[src/rtl/ihp_pkg.sv]
// Shared types, widths and codes for the indexed min-heap.
package ihp_pkg;

   localparam int CAPACITY_DEFAULT = 256;
   localparam int ID_COUNT_DEFAULT = 1024;

   localparam int OP_W    = 2;
   localparam int ID_W    = 10;
   localparam int KEY_W   = 32;
   localparam int PAY_W   = 32;
   localparam int ST_W    = 3;
   localparam int CNT_W   = 9;
   localparam int LIMIT_W = 9;
   localparam int PADDR_W = 3;
   localparam int PDATA_W = 32;

   localparam logic [LIMIT_W-1:0] LIMIT_RESET = 9'd256;
   localparam logic [PADDR_W-1:0] ADDR_LIMIT  = 3'd0;

   typedef enum logic [OP_W-1:0] {
      OP_INSERT = 2'd0,
      OP_CHANGE = 2'd1,
      OP_DELMIN = 2'd2,
      OP_REMOVE = 2'd3
   } op_type;

   typedef enum logic [ST_W-1:0] {
      ST_OK        = 3'd0,
      ST_FULL      = 3'd1,
      ST_DUP       = 3'd2,
      ST_NOT_FOUND = 3'd3,
      ST_EMPTY     = 3'd4
   } status_type;

   typedef struct packed {
      logic [ID_W-1:0]         id;
      logic signed [KEY_W-1:0] key;
      logic [PAY_W-1:0]        payload;
   } entry_type;

   typedef enum logic [3:0] {
      CMD_NOP,
      CMD_CLEAR,
      CMD_LOAD,
      CMD_LOOKUP,
      CMD_CHANGE,
      CMD_TAKE,
      CMD_FILL,
      CMD_READ_PARENT,
      CMD_MOVE_UP,
      CMD_READ_LEFT,
      CMD_READ_RIGHT,
      CMD_MOVE_DOWN,
      CMD_PLACE,
      CMD_RESPOND
   } cmd_type;

   typedef struct packed {
      logic [OP_W-1:0] op;
      logic            lookup_fail;
      logic            is_last;
      logic            hole_gt1;
      logic            cur_less_rd;
      logic            raise;
      logic            has_left;
      logic            child_less;
      logic            clear_done;
   } dp_status_type;

endpackage

[src/rtl/ihp_ctrl.sv]
// Heap sequencer: steps the datapath through lookup, take-out and sift loops.
module ihp_ctrl (
   input  logic                   clock,
   input  logic                   reset,
   input  logic                   req_valid,
   output logic                   req_ready,
   output logic                   rsp_valid,
   input  logic                   rsp_ready,
   input  ihp_pkg::dp_status_type st,
   output ihp_pkg::cmd_type       cmd
);

   typedef enum logic [12:0] {
      S_CLEAR    = 13'b0000000000001,
      S_IDLE     = 13'b0000000000010,
      S_LOOKUP   = 13'b0000000000100,
      S_CHANGE   = 13'b0000000001000,
      S_TAKE     = 13'b0000000010000,
      S_FILL     = 13'b0000000100000,
      S_REPAIR   = 13'b0000001000000,
      S_UP_READ  = 13'b0000010000000,
      S_UP_CMP   = 13'b0000100000000,
      S_DN_LEFT  = 13'b0001000000000,
      S_DN_RIGHT = 13'b0010000000000,
      S_DN_CMP   = 13'b0100000000000,
      S_DONE     = 13'b1000000000000
   } state_type;

   state_type state_ff, state_in;
   logic      rsp_valid_ff, rsp_valid_in;

   assign req_ready = state_ff == S_IDLE;
   assign rsp_valid = rsp_valid_ff;

   always_comb begin
      state_in = state_ff;
      cmd      = ihp_pkg::CMD_NOP;
      case (state_ff)
         S_CLEAR: begin
            cmd = ihp_pkg::CMD_CLEAR;
            if (st.clear_done) state_in = S_IDLE;
         end
         S_IDLE: begin
            if (req_valid) begin
               cmd      = ihp_pkg::CMD_LOAD;
               state_in = S_LOOKUP;
            end
         end
         S_LOOKUP: begin
            cmd = ihp_pkg::CMD_LOOKUP;
            if (st.lookup_fail) state_in = S_DONE;
            else if (st.op == ihp_pkg::OP_INSERT) state_in = S_UP_READ;
            else if (st.op == ihp_pkg::OP_CHANGE) state_in = S_CHANGE;
            else state_in = S_TAKE;
         end
         S_CHANGE: begin
            cmd      = ihp_pkg::CMD_CHANGE;
            state_in = st.raise ? S_DN_LEFT : S_UP_READ;
         end
         S_TAKE: begin
            // Taking out the last slot leaves no hole to fill.
            cmd      = ihp_pkg::CMD_TAKE;
            state_in = st.is_last ? S_DONE : S_FILL;
         end
         S_FILL: begin
            cmd      = ihp_pkg::CMD_FILL;
            state_in = st.hole_gt1 ? S_REPAIR : S_DN_LEFT;
         end
         S_REPAIR: begin
            if (st.cur_less_rd) begin
               cmd      = ihp_pkg::CMD_MOVE_UP;
               state_in = S_UP_READ;
            end else begin
               state_in = S_DN_LEFT;
            end
         end
         S_UP_READ: begin
            if (st.hole_gt1) begin
               cmd      = ihp_pkg::CMD_READ_PARENT;
               state_in = S_UP_CMP;
            end else begin
               cmd      = ihp_pkg::CMD_PLACE;
               state_in = S_DONE;
            end
         end
         S_UP_CMP: begin
            if (st.cur_less_rd) begin
               cmd      = ihp_pkg::CMD_MOVE_UP;
               state_in = S_UP_READ;
            end else begin
               cmd      = ihp_pkg::CMD_PLACE;
               state_in = S_DONE;
            end
         end
         S_DN_LEFT: begin
            if (st.has_left) begin
               cmd      = ihp_pkg::CMD_READ_LEFT;
               state_in = S_DN_RIGHT;
            end else begin
               cmd      = ihp_pkg::CMD_PLACE;
               state_in = S_DONE;
            end
         end
         S_DN_RIGHT: begin
            cmd      = ihp_pkg::CMD_READ_RIGHT;
            state_in = S_DN_CMP;
         end
         S_DN_CMP: begin
            if (st.child_less) begin
               cmd      = ihp_pkg::CMD_MOVE_DOWN;
               state_in = S_DN_LEFT;
            end else begin
               cmd      = ihp_pkg::CMD_PLACE;
               state_in = S_DONE;
            end
         end
         S_DONE: begin
            if (!rsp_valid_ff || rsp_ready) begin
               cmd      = ihp_pkg::CMD_RESPOND;
               state_in = S_IDLE;
            end
         end
         default: state_in = S_IDLE;
      endcase
      rsp_valid_in = (rsp_valid_ff && !rsp_ready) || (cmd == ihp_pkg::CMD_RESPOND);
   end

   always_ff @(posedge clock) begin
      if (reset) begin
         state_ff     <= S_CLEAR;
         rsp_valid_ff <= 1'b0;
      end else begin
         state_ff     <= state_in;
         rsp_valid_ff <= rsp_valid_in;
      end
   end

endmodule

[config.mk]
export PLATFORM = sky130hd
export DESIGN_NAME = ihp_ctrl
export DESIGN_NICKNAME = d
export VERILOG_FILES = /design/src/rtl/ihp_pkg.sv /design/src/rtl/ihp_ctrl.sv
export SDC_FILE = /design/constraint.sdc
export NUM_CORES = 1
export LEC_CHECK = 0
export ABC_AREA = 1
export BUFFER_PORTS_ARGS = -buffer_cell sky130_fd_sc_hd__buf_2
export CAP_MARGIN = 20
export CORE_MARGIN = 2
export CORE_UTILIZATION = 58
export DETAILED_ROUTE_END_ITERATION = 12
export PLACE_DENSITY = 0.83
export SLEW_MARGIN = 30
export SYNTH_ARGS = -nofsm -noshare
export SYNTH_HDL_FRONTEND = slang
export SYNTH_SLANG_ARGS = --single-unit
[constraint.sdc]
create_clock -name clock -period 3.9 [get_ports clock]
set_clock_uncertainty 0.2 [all_clocks]
set_input_delay 0.78 -clock clock [delete_from_list [all_inputs] [get_ports clock]]
set_output_delay 0.78 -clock clock [all_outputs]
set_load 0.005 [all_outputs]
==> impl_results.md <==
* Status: completed
* Register area at 280 um^2
* Clk root buf: clkbuf_4
* Fmax at 0.362 GHz
* Final cell count without fillers at 219
* CP endpoint kind: primary output
* Vias at 1145
* Reg2reg path depth at 9
* Max incr delay on CP at between 0.3 and 0.4 ns
* Total grt overflow at 0
* R2R setup slack at 2.10 ns
* Post-synth EDFFs at 0
* Area leader, netlist: dfxtp_1
* Worst vdd rail ir drop at approximately 0.00021 V
* # clock sinks at 14
* Core Box Area at 0.00171 mm^2
* Syn_nets at 188
* Ys Warns at 0
* Worst Tran Pin Value at 0.359 ns
* Slew HR at 75.9%
* Combinational share of power at between 10% and 20%
* Reg2reg start: state_ff[12]$_SDFFE_PP0P_
* CTS Buffer Depth at 2
* Static leakage at roughly 0.67 nW
* Pint at 0.000221 W
* Total CTS buffers at 3
* Pin count of the biggest net entering global routing at 17
* R2r endpoint: state_ff[7]$_SDFFE_PP0P_
* Layout fillers at 163
* Commonest cells in the netlist: nor2_1, nand2_1, inv_1, nand3_1, dfxtp_1
* End of the critical path: cmd[0]
* Setup Total Neg Slack at 0 ns
* Ant. Diodes at 0
* Drt total wl at 2460 um
* Critical path class: reg2out
* Max-slew violations at 0
* Multi-input gate area at 652 um^2
* PD cells at 256 mW/mm^2
* Post-route clock period utilization at 70.9%
* DRC at 0
* Initial Util at 61.6%
* Worst skew pair latency at 0.28 ns
* Layout Nets at 209
* Initial DRC count at 39
* Routed length per placed instance at between 10 and 15 um
* Area Overhead vs Synth at 13.3%
* Critical Path RT at 2.92 ns
* Power share of the sequential group at 48.5%
* Antenna violations before repair at 0
* Setup crit start: state_ff[4]$_SDFFE_PP0P_
* Syn avg cell area at between 6 and 7 um^2
* # H-tree levels at 1
* Die Height at between 40 and 50 um
* Final ANT Viol Nets at 0
* Post-Place Cells at 215
* Final Critical Period at 2.76 ns
* CP arrival at 1.78 ns
* Hold_buf cts at 0
* Clock network fraction of total power at a little over a third
* Maxcap violations at 0
* GPL Wtd Cong at 0.879
* DR vias/cell at 5.23
* Area of the mapped netlist at 0.00105 mm^2
* Vias in the first global route at 1034
* Cell Rows at 15
* Ports at 20
* Layout cells sized above 1 at 21.1%
* FF+latch count, synth at 14
* Unique masters post-synth at 25
* Slowest CP cell: dfxtp_1
* CP cell instances: nor2_2 -> nand2_4 -> nor2_4 -> nand3_1 -> nand2_1 -> nor2_1 -> o2111ai_1 -> buf_2
* Hold Fails Final Rpt at 0
* Crit-path max FO at 11
* Top-area cell type share of the netlist area at 26.6%
* HP Class: reg2reg
* Dominant synthesized flop cell: dfxtp_1
* First-pass GRT wire length at ~4000 um
* Synth area leaders: dfxtp_1, nor2_1, nand2_1
* Post_cts resized at 0
* Die width at about 47 um
* Crit start category: flip-flop
* Top-count cell post-synth: nor2_1
* Synth async-reset ratio at 0%
* Die area at ~0.0022 mm^2
* Setup Fix Bufs, Post-CTS at 0
* Post-Synthesis Cells at approximately 170
* TritonCTS clock tree: done
* Seq/Total Area, Yosys at 26.6%
* RSZ-0062 raised after global routing: false
* Sw power at approximately 0.000083 W
* Worst-path clk slew at 0.09 ns
* GRT Resource Usage Total at 25.9%
* Sw Ratio at ~27%
* Setup violators final at 0
* TritonRoute pass-1 iters at 4
* IO Port Bufs at 19
* Hpwl dp at 2020 um
layout by cell type, fill, tap and decap left out, types with 3 or more instances in the layout:
| cell type | Yosys | routed |
|---|---|---|
| nand2_1 | 32 | 32 |
| nand3_2 | 3 | 3 |
| nand3b_1 | 3 | 3 |
| nor2_4 | 3 | 3 |
| nand4_1 | 4 | 4 |
| inv_1 | 26 | 26 |
| nor2_2 | 5 | 5 |
| nand2_2 | 4 | 4 |
| dfxtp_1 | 14 | 14 |
| clkbuf_4 | 0 | 3 |
| nand3_1 | 19 | 19 |
| buf_2 | 0 | 19 |
| nor3_1 | 7 | 7 |
| nor2_1 | 41 | 41 |
worst min-delay path by stage:
stage,start,end,slack (ns),cells past startpoint
after floorplan,rsp_valid$_SDFF_PP0_,rsp_valid$_SDFF_PP0_,0.35,4
after global placement,rsp_valid$_SDFF_PP0_,rsp_valid$_SDFF_PP0_,0.35,4
after detailed placement,rsp_valid$_SDFF_PP0_,rsp_valid$_SDFF_PP0_,0.39,4
after CTS,rsp_valid$_SDFF_PP0_,rsp_valid$_SDFF_PP0_,0.41,4
after global routing,st[6],state_ff[5]$_SDFFE_PP0P_,0.47,2
final,rsp_valid$_SDFF_PP0_,rsp_valid$_SDFF_PP0_,0.41,4
final cells by class:
class | instances | area share, %
multi-input combinational | 131 | 54.7
sequential | 14 | 23.5
inverter | 26 | 8.18
timing repair buffer | 19 | 7.97
clock buffer | 4 | 3.04
tap | 25 | 2.62
per-layer routing:
metal / part of all wire, % / up-vias / track usage, %
met3: 5.9 / 3 / 5.88
li1: - / 591 / -
met5: 0 / - / 0
met1: 43 / 518 / 30.8
met2: 50 / 33 / 45.3
met4: 0.49 / 0 / 8.57
worst max-delay path, delay by kind of cell, from the launching register on:
| kind | cells | cell delay, ns |
|---|---|---|
| compound gates | 1 | 0.06 |
| buf+inv | 1 | 0.14 |
| flops | 1 | 0.34 |
| simple gates | 6 | 0.96 |
power by group through the flow:
stage	Sequential, W	Clock [W]	Combinational [W]
after floorplan	0.000151	0	0.0000351
after detailed placement	0.000151	0	0.0000493
after global routing	0.000148	0.000114	0.0000560
after global placement	0.000151	0	0.0000479
after CTS	0.000148	0.000107	0.0000495
final	0.000148	0.000108	0.0000494
cells by family after synthesis:
family	count (synthesis)	synth area share, %
simple gates	125	57.8
compound gates	6	4.16
buf+inv	29	11.4
flops	14	26.6
per-stage QoR:
step | util (%) | hold WS, ns | setup WS, ns | power (W) | cell area [um^2]
2_1_floorplan | - | 0.353 | 1.67 | 0.000186 | 1050
3_3_place_gp | 67.7 | 0.354 | 1.45 | 0.000199 | 1160
4_1_cts | 69.8 | 0.411 | 1.13 | 0.000305 | 1190
3_5_place_dp | 67.7 | 0.392 | 1.38 | 0.000200 | 1160
6_report | 69.8 | 0.409 | 1.14 | 0.000305 | 1190
5_1_grt | 69.8 | 0.465 | 0.990 | 0.000318 | 1190
flip-flops by register name (all words and copies together) (netlist names):
signal	count
state_ff	13
rsp_valid	1
No activity file was read; power rests on OpenSTA's default activity.
